--- src/sv/bmfa_pkg.sv ---
`default_nettype none
package bmfa_pkg;

   localparam int ByteW    = 8;
   localparam int ExpW     = 3;
   localparam int MantW    = 4;
   localparam int MagW     = 11;
   localparam int MfValW   = MagW + 1;
   localparam int SumW     = MfValW + 1;
   localparam int AbsW     = SumW - 1;
   localparam int PosW     = 4;

   localparam logic [ExpW-1:0] ExpMax = 3'd7;
   localparam logic [PosW-1:0] ExpBias = 4'd3;
   localparam logic [PosW-1:0] PosTop  = 4'(AbsW - 1);
   localparam logic [PosW-1:0] PosSat  = 4'd10;

   localparam logic OpIntAdd = 1'b0;
   localparam logic OpMfAdd  = 1'b1;

   typedef logic [ByteW-1:0]         byte_type;
   typedef logic signed [MfValW-1:0] mf_value_type;

endpackage
`default_nettype wire

--- src/sv/bmfa_mf_decode.sv ---
`default_nettype none
module bmfa_mf_decode (
   input  var bmfa_pkg::byte_type     mf_byte,
   output var bmfa_pkg::mf_value_type mf_value
);
   import bmfa_pkg::*;

   logic [ExpW-1:0]  exp_bits;
   logic [MantW-1:0] mant_bits;
   logic [MagW-1:0]  mag;

   always_comb begin
      exp_bits  = mf_byte[ByteW-2 -: ExpW];
      mant_bits = mf_byte[MantW-1:0];
      if (exp_bits == '0) begin
         mag = MagW'({1'b1, mant_bits});
      end else begin
         mag = MagW'({1'b1, mant_bits}) << (exp_bits - 3'd1);
      end
      if (exp_bits == '0 && mant_bits == '0) begin
         mf_value = '0;
      end else if (mf_byte[ByteW-1]) begin
         mf_value = -$signed({1'b0, mag});
      end else begin
         mf_value = $signed({1'b0, mag});
      end
   end

endmodule
`default_nettype wire

--- src/sv/byte_and_minifloat_adder_core.sv ---
`default_nettype none
// Byte and minifloat adder core.
// Input channel req_: req_opcode (0 integer add mod 256, 1 minifloat add),
// req_operand_a and req_operand_b, with req_valid / req_ready.
// Result channel rsp_: rsp_result with rsp_valid / rsp_ready.
// Every accepted word gives exactly one result word, in order.
// Four register stages: operand decode, signed add and magnitude,
// leading-one search, normalize and pack into the output register.
// An accepted word passes these stages in order to rsp_valid; one word per cycle
// is sustained while rsp_ready is high.
// Each stage advances when it is empty or the stage after it advances,
// so bubbles collapse and a word is taken while a result still waits.
// When the receiver holds rsp_ready low the pipeline fills, then
// req_ready drops; no word is lost or repeated.
// Synchronous active-high reset empties all stages; payload registers
// are not reset.
module byte_and_minifloat_adder_core (
   input  var logic               clock,
   input  var logic               reset,
   input  var logic               req_valid,
   output var logic               req_ready,
   input  var logic               req_opcode,
   input  var bmfa_pkg::byte_type req_operand_a,
   input  var bmfa_pkg::byte_type req_operand_b,
   output var logic               rsp_valid,
   input  var logic               rsp_ready,
   output var bmfa_pkg::byte_type rsp_result
);
   import bmfa_pkg::*;

   logic en1, en2, en3, en4;

   mf_value_type va_dec, vb_dec;

   logic         v1_ff, op1_ff;
   byte_type     int1_ff;
   mf_value_type va1_ff, vb1_ff;

   logic                 v2_ff, op2_ff, neg2_ff;
   byte_type             int2_ff;
   logic [AbsW-1:0]      mag2_ff;
   logic signed [SumW-1:0] sum_in;
   logic [SumW-1:0]      abs_in;

   logic            v3_ff, op3_ff, neg3_ff, zero3_ff;
   byte_type        int3_ff;
   logic [AbsW-1:0] mag3_ff;
   logic [PosW-1:0] pos3_ff, pos_in;

   logic            rsp_valid_ff;
   byte_type        rsp_result_ff, result_in;
   logic [AbsW-1:0] norm;
   logic [ExpW-1:0] bexp;

   bmfa_mf_decode u_dec_a (.mf_byte(req_operand_a), .mf_value(va_dec));
   bmfa_mf_decode u_dec_b (.mf_byte(req_operand_b), .mf_value(vb_dec));

   assign en4 = !rsp_valid_ff || rsp_ready;
   assign en3 = !v3_ff || en4;
   assign en2 = !v2_ff || en3;
   assign en1 = !v1_ff || en2;
   assign req_ready  = en1;
   assign rsp_valid  = rsp_valid_ff;
   assign rsp_result = rsp_result_ff;

   always_comb begin
      sum_in = SumW'(va1_ff) + SumW'(vb1_ff);
      abs_in = sum_in[SumW-1] ? SumW'(-sum_in) : SumW'(sum_in);
   end

   always_comb begin
      pos_in = '0;
      for (int i = 0; i < AbsW; i++) begin
         if (mag2_ff[i]) pos_in = PosW'(i);
      end
   end

   always_comb begin
      norm = AbsW'(mag3_ff << (PosTop - pos3_ff));
      if (pos3_ff < ExpBias) begin
         bexp = '0;
      end else if (pos3_ff >= PosSat) begin
         bexp = ExpMax;
      end else begin
         bexp = ExpW'(pos3_ff - ExpBias);
      end
      if (op3_ff == OpIntAdd) begin
         result_in = int3_ff;
      end else if (zero3_ff) begin
         result_in = '0;
      end else begin
         result_in = {neg3_ff, bexp, norm[AbsW-2 -: MantW]};
      end
   end

   always_ff @(posedge clock) begin
      if (reset) begin
         v1_ff        <= 1'b0;
         v2_ff        <= 1'b0;
         v3_ff        <= 1'b0;
         rsp_valid_ff <= 1'b0;
      end else begin
         if (en1) v1_ff <= req_valid;
         if (en2) v2_ff <= v1_ff;
         if (en3) v3_ff <= v2_ff;
         if (en4) rsp_valid_ff <= v3_ff;
      end
   end

   always_ff @(posedge clock) begin
      if (en1) begin
         op1_ff  <= req_opcode;
         int1_ff <= ByteW'(req_operand_a + req_operand_b);
         va1_ff  <= va_dec;
         vb1_ff  <= vb_dec;
      end
      if (en2) begin
         op2_ff  <= op1_ff;
         int2_ff <= int1_ff;
         neg2_ff <= sum_in[SumW-1];
         mag2_ff <= abs_in[AbsW-1:0];
      end
      if (en3) begin
         op3_ff   <= op2_ff;
         int3_ff  <= int2_ff;
         neg3_ff  <= neg2_ff;
         zero3_ff <= (mag2_ff == '0);
         mag3_ff  <= mag2_ff;
         pos3_ff  <= pos_in;
      end
      if (en4) begin
         rsp_result_ff <= result_in;
      end
   end

endmodule
`default_nettype wire
--- config.mk ---
export PLATFORM = sky130hd
export DESIGN_NAME = byte_and_minifloat_adder_core
export DESIGN_NICKNAME = d
export VERILOG_FILES = /design/src/sv/bmfa_pkg.sv /design/src/sv/bmfa_mf_decode.sv /design/src/sv/byte_and_minifloat_adder_core.sv
export SDC_FILE = /design/constraint.sdc
export NUM_CORES = 1
export LEC_CHECK = 0
export BUFFER_PORTS_ARGS = -buffer_cell sky130_fd_sc_hd__buf_2
export CAP_MARGIN = 20
export CORE_MARGIN = 2
export CORE_UTILIZATION = 60
export DETAILED_ROUTE_END_ITERATION = 10
export GPL_TIMING_DRIVEN = 0
export PLACE_DENSITY = 0.84
export SYNTH_ARGS = -nofsm -noshare
export SYNTH_HDL_FRONTEND = slang
export SYNTH_SLANG_ARGS = --single-unit
--- constraint.sdc ---
create_clock -name clock -period 8.3 [get_ports clock]
set_input_delay 1.66 -clock clock [delete_from_list [all_inputs] [get_ports clock]]
set_output_delay 1.66 -clock clock [all_outputs]
set_load 0.05 [all_outputs]
### After elaboration in Yosys (flattened, before gate mapping)

Index checks and enable logic that the tools add are counted.

| storage, ports and cells | value |
|---|---|
| flip-flop bits (word level) | 94 |
| bits in latches | 0 |
| RAM bits | 0 |
| bits in read-only memories | 0 |
| bits of input ports | 21 |
| output and inout bits | 10 |
| word-level logic and storage cells | 77 |
| memories | 0 |

| operators by class | value |
|---|---|
| $add $sub $neg | 9 |
| $mul | 0 |
| div/mod/pow operators | 0 |
| magnitude comparators | 2 |
| equal/unequal tests | 0 |
| shifts and indexed selects | 3 |
| mux-type cells | 19 |
| bitwise gates (word level) | 2 |
| reduce and logical (&&, ||, !) cells | 19 |

Operators with widths:

| operator | number |
|---|---|
| two-way mux 11 bit | 4 |
| two-way mux 4 bit | 6 |
| negation 11 -> 12 bit | 2 |
| << shifter 5 x 3 -> 11 bit | 2 |
| two-way mux 8 bit | 2 |
| adder 12 x 12 -> 13 bit | 1 |
| zero test 12 bit | 1 |
| two-way mux 12 bit | 1 |
| negation 12 bit | 1 |
| << shifter 12 x 4 -> 11 bit | 1 |
| adder 8 bit | 1 |
| zero test 4 bit | 2 |
| zero test 3 bit | 2 |
| two-way mux 3 bit | 2 |
| OR reduction 2 bit | 3 |
| subtractor 3 x 1 -> 3 bit, second input constant | 2 |
| >= comparator 4 bit, second input constant | 1 |
| zero test 1 bit | 4 |
| logical OR 1 bit | 4 |
| < comparator 4 x 2 -> 1 bit, second input constant | 1 |
| two-way mux 2 bit | 2 |
| OR reduction 4 bit | 1 |
| subtractor 4 bit, first input constant | 1 |
| subtractor 3 x 2 -> 3 bit, second input constant | 1 |
| other kinds (3) | 6 |

### Longest topological paths before layout

Gate-level depths: netlist of the first run.

| logic depth | value |
|---|---|
| word-level depth | 10 |
| mapped depth | 14 |
| mapped depth without buffers | 12 |

### Hierarchy

Synthesis of the first run repeated with hierarchy kept, for this count alone.

| second synthesis, totals | value |
|---|---|
| cells, all modules | 603 |
| area total of the unflattened synthesis | 6349.8 µm² |

Modules (own cells, without submodules):

| module | instances | cells an instance | area an instance (µm²) | seq. area each (µm²) |
|---|---|---|---|---|
| byte_and_minifloat_adder_core | 1 | 337 | 4573.1 | 2752.6 |
| bmfa_mf_decode | 2 | 133 | 888.4 | 0.0 |

### Worst setup path after synthesis of the first run

No wires, ideal clock.

| timing path | value |
|---|---|
| path type | input-to-output |
| start point | input rsp_ready |
| end point | output req_ready |
| data arrival time | 2.967 ns |
| data required time | 6.640 ns |
| slack | 3.673 ns |
| stages on the path | 3 |
| buffers on the path | 0 |
| cell sequence | nor2b_1 > and3_1 > nand2_1 |

| on the way | value |
|---|---|
| longest elaborated chain between the ends | 4 |

RTL lines:

| what | line | text |
|---|---|---|
| start, declared | byte_and_minifloat_adder_core.sv:26 | `input var logic rsp_ready,` |
| logical OR 1 bit | byte_and_minifloat_adder_core.sv:58 | `assign en4 = !rsp_valid_ff \|\| rsp_ready;` |
| logical OR 1 bit | byte_and_minifloat_adder_core.sv:59 | `assign en3 = !v3_ff \|\| en4;` |
| logical OR 1 bit | byte_and_minifloat_adder_core.sv:60 | `assign en2 = !v2_ff \|\| en3;` |
| logical OR 1 bit | byte_and_minifloat_adder_core.sv:61 | `assign en1 = !v1_ff \|\| en2;` |
| end, declared | byte_and_minifloat_adder_core.sv:21 | `output var logic req_ready,` |

No other way between the ends.

### Worst setup path in the final report of the first run

Ends and elaborated chain as after synthesis.

==> out/metrics.yaml, run 1 <==
outcome:
  status: "complete, no violations"
worst_setup_path:
  cp.arrival_ns: 3.18
  cp_max_fo: 26
  critPathTopFamily: "simple AND/OR/NAND/NOR gates"
  r2r_end: "mag2_ff[11]"
  criticalPathCategory: "input port to output pin"
  critPathCaptureType: "output pin"
  slowest_stage: "nand2_1"
  cpPeakStageDelay_ns: 0.33
  cpMostUsedCell: "buf_2"
  cp.required_ns: 6.64
  cp.buffers_inverters: 3
  r2r_start: "va1_ff[0]"
  startpoint_type: "input port"
  reg2regPathDepth: 11
  cp_cell_sequence: "buf_2, nor2b_1, and3_1, nand2_1, buf_16, buf_2"
  rrSetupSlack_ns: 5.08
placed_design:
  place_hpwl_mm: 8.79
  gp_congestion: 0.912
  place_area_mm2: 0.00606
  port_buffers: 29
grt:
  grt_use_total: 0.228
  grt_pass1_vias: 3999
  antenna_found_initial: 0
  grt-ovfl-total: 0
  grt_pass1_wl_mm: 18.2
  grt_start_max_net_pins: 27
synthesis:
  netlist-cell-type-count: 57
  ys_seq_area_frac: 0.482
  async_flop_share: 0
  synth.ff_latch_count: 93
  synth_nets: 601
  netlist_instances: 547
  syn_area_per_cell_um2: 10.4
  yosysWarnings: 0
  syn_area_mm2: 0.00572
  synth-edff-count: 89
  synth-main-ff-cell: "edfxtp_1"
timing:
  skew_ns: 0.0109
  max_freq_mhz: 207
  relSlewSlack: 0.346
  hold_viol_final: 0
  min_period_ns: 4.84
  min_period_over_period: 0.583
  holdWs_ns: 0.420
  rsz0062_at_grt: "false"
  slew_viol_final: 0
  finalSetupTns_ns: 0
  setup_viol_count_final: 0
  worst_slew_pin_slew_ns: 0.978
power_and_ir_drop:
  power.share.combinational: 0.384
  leakagePower_nw: 2.57
  clock_power_share: 0.181
  powerDensity_mw_per_mm2: 273
  switching_share: 0.359
  p_switching_w: 0.000613
  intPower_w: 0.00110
  seqPwrFrac: 0.435
  vdd.ir_drop.worst_mv: 0.115
cts:
  cts_tree: "done"
  insertion_delay_ns: 0.36
  cts.clk_slew.worst_paths_ns: 0.09
  cts_root_buffer: "clkbuf_8"
  cts_buffer_depth: 2
  cts_sinks: 93
  cts_resized: 0
  cts_setup_buffers: 0
  ctsHtreeMaxLevel: 3
  holdBufCountCts: 0
  numCtsBuffers: 9
finish:
  drive_gt1_frac: 0.118
  nNetsFinal: 644
  num_antenna_cells: 0
  area_growth_pct: 9.74
  fin_area_mm2: 0.00627
die:
  ios: 31
  dieArea_mm2: 0.0103
  rows: 35
  start_util: 0.619
  die_w_um: 102
  coreArea_mm2: 0.00924
  fp.dieH_um: 102
drt:
  viasPerCell: 5.76
  routedWlPerCell_um: 15.3
  drc: 0
  wl_mm: 11.1
  vias: 4173
  drt_iter0_drc: 196
  drt_first_pass_iters: 5
  ant_nets: 0
worst_hold_path:
  hold_class: "flip-flop to flip-flop"
  hold_path_end: "int2_ff[1]"
  hp-start: "int1_ff[1]"
  min_path_cells: 0
flow_run:
  cap_violations: 0
## metrics by stage
stage	cells	utilization	setup slack [ns]	total power [W]
2_1_floorplan	547	-	3.67	0.00126
3_3_place_gp	705	0.652	3.10	0.00137
3_5_place_dp	708	0.656	3.20	0.00141
4_1_cts	724	0.679	3.46	0.00172
5_1_grt	724	0.679	3.26	0.00181
6_report	724	0.679	3.46	0.00171
## final cells by class
class | instances | area [um^2]
plain buffers | 17 | 78.8
flip-flops and latches | 93 | 2750
clock buffers | 9 | 124
clock inverters | 7 | 88.8
fillers | 724 | 2970
multi-input cells | 400 | 2750
well taps | 129 | 161
repair buffers | 32 | 183
inverters | 37 | 139
## flip-flops by register name (all words and copies together), names as in the netlist
| name | cells |
|---|---|
| int3_ff | 8 |
| int1_ff | 8 |
| neg3_ff | 1 |
| mag2_ff | 12 |
| op3_ff | 1 |
| v1_ff | 1 |
| pos3_ff | 4 |
| rsp_result | 8 |
| int2_ff | 8 |
| mag3_ff | 11 |
| va1_ff | 12 |
| neg2_ff | 1 |
| v3_ff | 1 |
| op2_ff | 1 |
| v2_ff | 1 |
| zero3_ff | 1 |
| rsp_valid | 1 |
| vb1_ff | 12 |
| op1_ff | 1 |
## cells by family after synthesis
group           share of synthesized area
mux                                0.0560
compound gates                      0.136
xor+xnor                           0.0657
buf+inv                            0.0381
fa+ha+maj                          0.0749
flops                               0.482
simple gates                        0.148
## layer usage
metal | part of all wire | up-vias | global-route usage | wire length, um
met4 | 0.018 | 0 | 0.0780 | 197
met1 | 0.39 | 1982 | 0.242 | 4360
met5 | 0 | - | 0 | 0
met2 | 0.56 | 89 | 0.448 | 6200
li1 | - | 2084 | - | -
met3 | 0.032 | 18 | 0.0380 | 350
## cells in the final DEF, fill, tap and decap left out, drive strengths merged, types with 5 or more instances in the layout
cell / instances
buf: 35
mux4: 5
o21ai: 25
mux2i: 14
nand2: 44
nor2b: 10
edfxtp: 89
ha: 31
nor2: 63
xnor2: 22
a21o: 7
nor3: 13
inv: 41
o22ai: 13
xor2: 20
a21oi: 39
o21bai: 7
and3: 7
clkbuf: 23
nand2b: 10
mux2: 6
nand3: 5
## cells in the mapped netlist, drive strengths merged (5+ instances only)
cell type / n / share of area
xor2: 20 / 0.032
mux2: 6 / 0.012
mux4: 5 / 0.020
nor2b: 10 / 0.011
nor2: 63 / 0.043
nand2b: 10 / 0.011
and3: 7 / 0.0077
o22ai: 13 / 0.014
a21o: 7 / 0.0094
nand2: 44 / 0.029
mux2i: 14 / 0.025
edfxtp: 89 / 0.47
clkbuf: 14 / 0.0092
ha: 31 / 0.068
nand3: 5 / 0.0044
inv: 37 / 0.024
xnor2: 22 / 0.034
o21ai: 25 / 0.022
nor3: 13 / 0.011
o21bai: 7 / 0.0092
a21oi: 39 / 0.035
## worst max-delay path by stage
| stage | slack (ns) | depth (start not counted) | startpoint | to |
|---|---|---|---|---|
| 3_3_place_gp | 3.10 | 5 | rsp_ready | req_ready |
| 2_1_floorplan | 3.67 | 3 | rsp_ready | req_ready |
| 6_report | 3.46 | 6 | rsp_ready | req_ready |
| 5_1_grt | 3.26 | 13 | req_operand_b[4] | vb1_ff[10] |
| 4_1_cts | 3.46 | 6 | rsp_ready | req_ready |
| 3_5_place_dp | 3.20 | 13 | req_operand_b[4] | vb1_ff[10] |
## power groups by stage
stage / logic [W] / clock network [W] / registers (W)
after floorplan: 0.000458 / 0 / 0.000797
after global routing: 0.000720 / 0.000332 / 0.000760
final: 0.000657 / 0.000309 / 0.000744
after detailed placement: 0.000651 / 0 / 0.000756
after global placement: 0.000623 / 0 / 0.000748
after CTS: 0.000655 / 0.000315 / 0.000746
Power figures use the tool's default switching activity.
==> run 2: changes to the inputs <==
--- a/config.mk
+++ b/config.mk
@@ -8,10 +8,10 @@
 export BUFFER_PORTS_ARGS = -buffer_cell sky130_fd_sc_hd__buf_2
 export CAP_MARGIN = 20
 export CORE_MARGIN = 2
-export CORE_UTILIZATION = 60
+export CORE_UTILIZATION = 56
 export DETAILED_ROUTE_END_ITERATION = 10
 export GPL_TIMING_DRIVEN = 0
-export PLACE_DENSITY = 0.84
+export PLACE_DENSITY = 0.83
 export SYNTH_ARGS = -nofsm -noshare
 export SYNTH_HDL_FRONTEND = slang
 export SYNTH_SLANG_ARGS = --single-unit
==> constraint.sdc (replaced) <==
create_clock -name clock -period 4.4 [get_ports clock]
set_input_delay 0.88 -clock clock [delete_from_list [all_inputs] [get_ports clock]]
set_output_delay 0.88 -clock clock [all_outputs]
set_load 0.05 [all_outputs]
==> out/metrics.yaml, run 2 (synthesis gave the netlist of run 1 again) <==
cts:
  cts_sinks: 93
  numCtsBuffers: 9
  cts_resized: 0
  cts_root_buffer: "clkbuf_8"
  cts.clk_slew.worst_paths_ns: 0.09
  cts_setup_buffers: 0
  cts_buffer_depth: 2
  holdBufCountCts: 0
  insertion_delay_ns: 0.35
  cts_tree: "done"
  ctsHtreeMaxLevel: 3
worst_hold_path:
  hold_path_end: "int3_ff[0]"
  hp-start: "int2_ff[0]"
  min_path_cells: 0
  hold_class: "flip-flop to flip-flop"
timing:
  finalSetupTns_ns: 0
  hold_viol_final: 0
  slew_viol_final: 0
  min_period_ns: 3.99
  skew_ns: 0.00940
  setup_viol_count_final: 0
  rsz0062_at_grt: "false"
  min_period_over_period: 0.908
  worst_slew_pin_slew_ns: 1.02
  relSlewSlack: 0.321
  max_freq_mhz: 250
placed_design:
  port_buffers: 29
  gp_congestion: 0.836
  place_hpwl_mm: 8.64
finish:
  final_common_cell: "edfxtp_1"
  nNetsFinal: 644
  reg_top3: "mag2_ff: 12 flops, va1_ff: 12 flops, vb1_ff: 12 flops"
  post-route-util: 0.639
  drive_gt1_frac: 0.111
  num_antenna_cells: 0
  final_cell_mix: "edfxtp_1, nor2_1, nand2_1, a21oi_1, inv_1"
  area_growth_pct: 9.74
worst_setup_path:
  startpoint_type: "input port"
  r2r_end: "mag2_ff[11]"
  cp_max_fo: 10
  criticalPathCategory: "input port to flip-flop"
  critPathCaptureType: "flip-flop"
  cp.arrival_ns: 4.09
  reg2regPathDepth: 11
  rrSetupSlack_ns: 1.16
  cp.required_ns: 4.50
  crit_start: "req_operand_b[4]"
  r2r_start: "va1_ff[0]"
die:
  die_w_um: 105
  ios: 31
  start_util: 0.582
  fp.dieH_um: 105
  rows: 36
  coreArea_mm2: 0.00982
  dieArea_mm2: 0.0110
flow_run:
  cap_violations: 0
drt:
  routedWlPerCell_um: 15.1
  vias: 4150
  wl_mm: 11.0
  drt_iter0_drc: 190
  viasPerCell: 5.70
  drc: 0
  drt_first_pass_iters: 5
  ant_nets: 0
outcome:
  status: "complete, no violations"
grt:
  grt_start_max_net_pins: 27
  grt_use_total: 0.209
  grt-ovfl-total: 0
  grt_pass1_wl_mm: 18.3
  antenna_found_initial: 0
  grt_pass1_vias: 4051
power_and_ir_drop:
  vdd.ir_drop.worst_mv: 0.244
  leakagePower_nw: 2.57
  powerDensity_mw_per_mm2: 514
==> run 2: cell types whose count changed in the layout (fill, tap and decap cells not counted) <==
cell / delta
clkinv_1: +1
inv_6: -4
clkinv_8: -1
bufinv_16: +1
clkbuf_1: +3
clkinvlp_4: -1
clkinv_4: +1
==> run 2: worst max-delay path by stage <==
stage	slack, ns	endpoint	cells past startpoint
2_1_floorplan	0.61	vb1_ff[10]	12
3_3_place_gp	0.08	vb1_ff[10]	13
3_5_place_dp	0.07	vb1_ff[10]	13
4_1_cts	0.45	vb1_ff[10]	13
5_1_grt	0.13	vb1_ff[10]	14
6_report	0.41	vb1_ff[10]	13
==> run 2: critical path: stages <==
cell	delay [ns]
buf_2	0.13
clkbuf_1	0.35
inv_1	0.18
ha_1	0.31
clkbuf_1	0.34
mux4_2	0.62
a221o_1	0.31
o21ai_0	0.09
o211ai_1	0.16
nand2b_1	0.19
o31ai_1	0.28
xor2_1	0.18
nor2_1	0.06
==> run 2: layout make-up <==
class,instances,area [um^2]
Clock inverter,4,72.6
Clock buffer,12,135
Buffer,17,78.8
Fill cell,825,3550
Timing Repair Buffer,32,183
Multi-Input combinational cell,400,2750
Tap cell,133,166
Sequential cell,93,2750
Inverter,37,139
==> run 2: stage by stage <==
| stage | setup WS (ns) | hold WS [ns] | total power [W] | area (um^2) | cells |
|---|---|---|---|---|---|
| 5_1_grt | 0.133 | 0.423 | 0.00342 | 6270 | 728 |
| 2_1_floorplan | 0.610 | 0.400 | 0.00237 | 5720 | 547 |
| 3_5_place_dp | 0.0733 | 0.405 | 0.00265 | 6060 | 712 |
| 4_1_cts | 0.445 | 0.417 | 0.00324 | 6270 | 728 |
| 6_report | 0.407 | 0.416 | 0.00323 | 6270 | 728 |
| 3_3_place_gp | 0.0782 | 0.401 | 0.00260 | 6030 | 709 |
==> run 2: power breakdown <==
part           internal (W)  switching (W)  total, W
registers           0.00129       0.000123   0.00141
clock network      0.000320       0.000260  0.000580
logic              0.000507       0.000727   0.00123
==> run 2: per-layer routing <==
metal | vias to the layer above | wire [um] | GRT usage
met5 | - | 0 | 0
met4 | 0 | 547 | 0.124
met3 | 31 | 454 | 0.0368
met2 | 106 | 5640 | 0.379
met1 | 1935 | 4350 | 0.228
li1 | 2078 | - | -
==> run 3: changes to the inputs <==
--- a/config.mk
+++ b/config.mk
@@ -7,6 +7,7 @@
 export LEC_CHECK = 0
 export BUFFER_PORTS_ARGS = -buffer_cell sky130_fd_sc_hd__buf_2
 export CAP_MARGIN = 20
+export CORE_ASPECT_RATIO = 1.1
 export CORE_MARGIN = 2
 export CORE_UTILIZATION = 56
 export DETAILED_ROUTE_END_ITERATION = 10
==> out/metrics.yaml, run 3 (synthesis gave the netlist of run 1 again) <==
outcome:
  status: "complete, no violations"
drt:
  drc: 0
  viasPerCell: 5.78
  vias: 4132
  drt_first_pass_iters: 5
  ant_nets: 0
  wl_mm: 10.7
  drt_iter0_drc: 171
  routedWlPerCell_um: 14.9
worst_hold_path:
  hold_class: "flip-flop to flip-flop"
timing:
  rsz0062_at_grt: "false"
  slew_viol_final: 0
  setup_viol_count_final: 0
  min_period_ns: 3.91
  max_freq_mhz: 256
  worst_slew_pin_slew_ns: 0.984
  hold_viol_final: 0
  min_period_over_period: 0.888
  relSlewSlack: 0.342
  skew_ns: 0.00906
  finalSetupTns_ns: 0
die:
  ios: 31
  fp.dieH_um: 110
  start_util: 0.578
  die_w_um: 100
  rows: 38
  dieArea_mm2: 0.0110
  coreArea_mm2: 0.00989
cts:
  cts_tree: "done"
  ctsHtreeMaxLevel: 3
  cts.clk_slew.worst_paths_ns: 0.09
  numCtsBuffers: 9
  cts_buffer_depth: 2
  cts_resized: 0
  insertion_delay_ns: 0.36
  holdBufCountCts: 0
  cts_root_buffer: "clkbuf_8"
  cts_setup_buffers: 0
  cts_sinks: 93
grt:
  grt-ovfl-total: 0
  grt_pass1_wl_mm: 17.9
  grt_pass1_vias: 4001
  grt_start_max_net_pins: 27
  grt_use_total: 0.208
  antenna_found_initial: 0
worst_setup_path:
  cp.arrival_ns: 4.03
  cp_max_fo: 10
  startpoint_type: "input port"
  critPathCaptureType: "flip-flop"
  criticalPathCategory: "input port to flip-flop"
  cp.required_ns: 4.52
  rrSetupSlack_ns: 1.15
finish:
  final_cell_mix: "edfxtp_1, nor2_1, nand2_1, a21oi_1, inv_1"
  final_common_cell: "edfxtp_1"
  fin_area_mm2: 0.00624
  reg_top3: "mag2_ff: 12 flops, va1_ff: 12 flops, vb1_ff: 12 flops"
  area_growth_pct: 9.19
  drive_gt1_frac: 0.118
  nNetsFinal: 644
  num_antenna_cells: 0
power_and_ir_drop:
  leakagePower_nw: 2.56
  vdd.ir_drop.worst_mv: 0.246
  powerDensity_mw_per_mm2: 506
placed_design:
  gp_congestion: 0.903
  place_area_mm2: 0.00605
  port_buffers: 29
  place_hpwl_mm: 8.44
flow_run:
  cap_violations: 0
[run 3: layout make-up]
cell class | count | area (um^2)
clock buffer | 9 | 124
inverter | 37 | 139
tap | 120 | 150
fill | 774 | 3650
sequential | 93 | 2750
timing repair buffer | 32 | 188
multi-input combinational | 400 | 2750
clock inverter | 7 | 63.8
buffer | 17 | 78.8
[run 3: final timing paths]
| check | depth (start not counted) | endpoint | startpoint |
|---|---|---|---|
| hold / removal | 0 | int2_ff[2] | int1_ff[2] |
| setup / recovery | 13 | vb1_ff[10] | req_operand_b[4] |
| setup reg to reg | 11 | mag2_ff[11] | va1_ff[0] |
| hold reg to reg | 0 | int2_ff[2] | int1_ff[2] |
[run 3: worst max-delay path, cell delays in order]
cell      delay [ns]
buf_2           0.13
clkbuf_1        0.34
inv_1           0.17
ha_1            0.31
clkbuf_1        0.35
mux4_2          0.62
a221o_1         0.28
o21ai_0         0.07
o211ai_1        0.17
nand2b_1        0.19
o31ai_1         0.29
xor2_1          0.17
nor2_1          0.05
[run 3: where the power goes]
part / switching (W) / total [W] / internal, W
clock network: 0.000305 / 0.000523 / 0.000218
logic: 0.000725 / 0.00123 / 0.000506
registers: 0.000118 / 0.00140 / 0.00129
total: 0.00115 / 0.00316 / 0.00201
[run 3: per-layer routing]
layer	up-vias	wire [um]	global-route usage	share of wire
met2	101	5570	0.389	0.52
li1	2078	-	-	-
met1	1920	4280	0.224	0.40
met3	33	364	0.0286	0.034
met4	0	469	0.119	0.044
met5	-	0	0	0
[run 3: through the flow]
stage / setup WS (ns) / utilization / total power (W) / instances / hold WS (ns)
finish: 0.491 / 0.631 / 0.00316 / 715 / 0.424
global placement: 0.168 / 0.608 / 0.00259 / 696 / 0.403
CTS: 0.521 / 0.631 / 0.00317 / 715 / 0.426
detailed placement: 0.126 / 0.612 / 0.00265 / 699 / 0.405
global route: 0.293 / 0.631 / 0.00336 / 715 / 0.433
floorplan: 0.610 / - / 0.00237 / 547 / 0.400
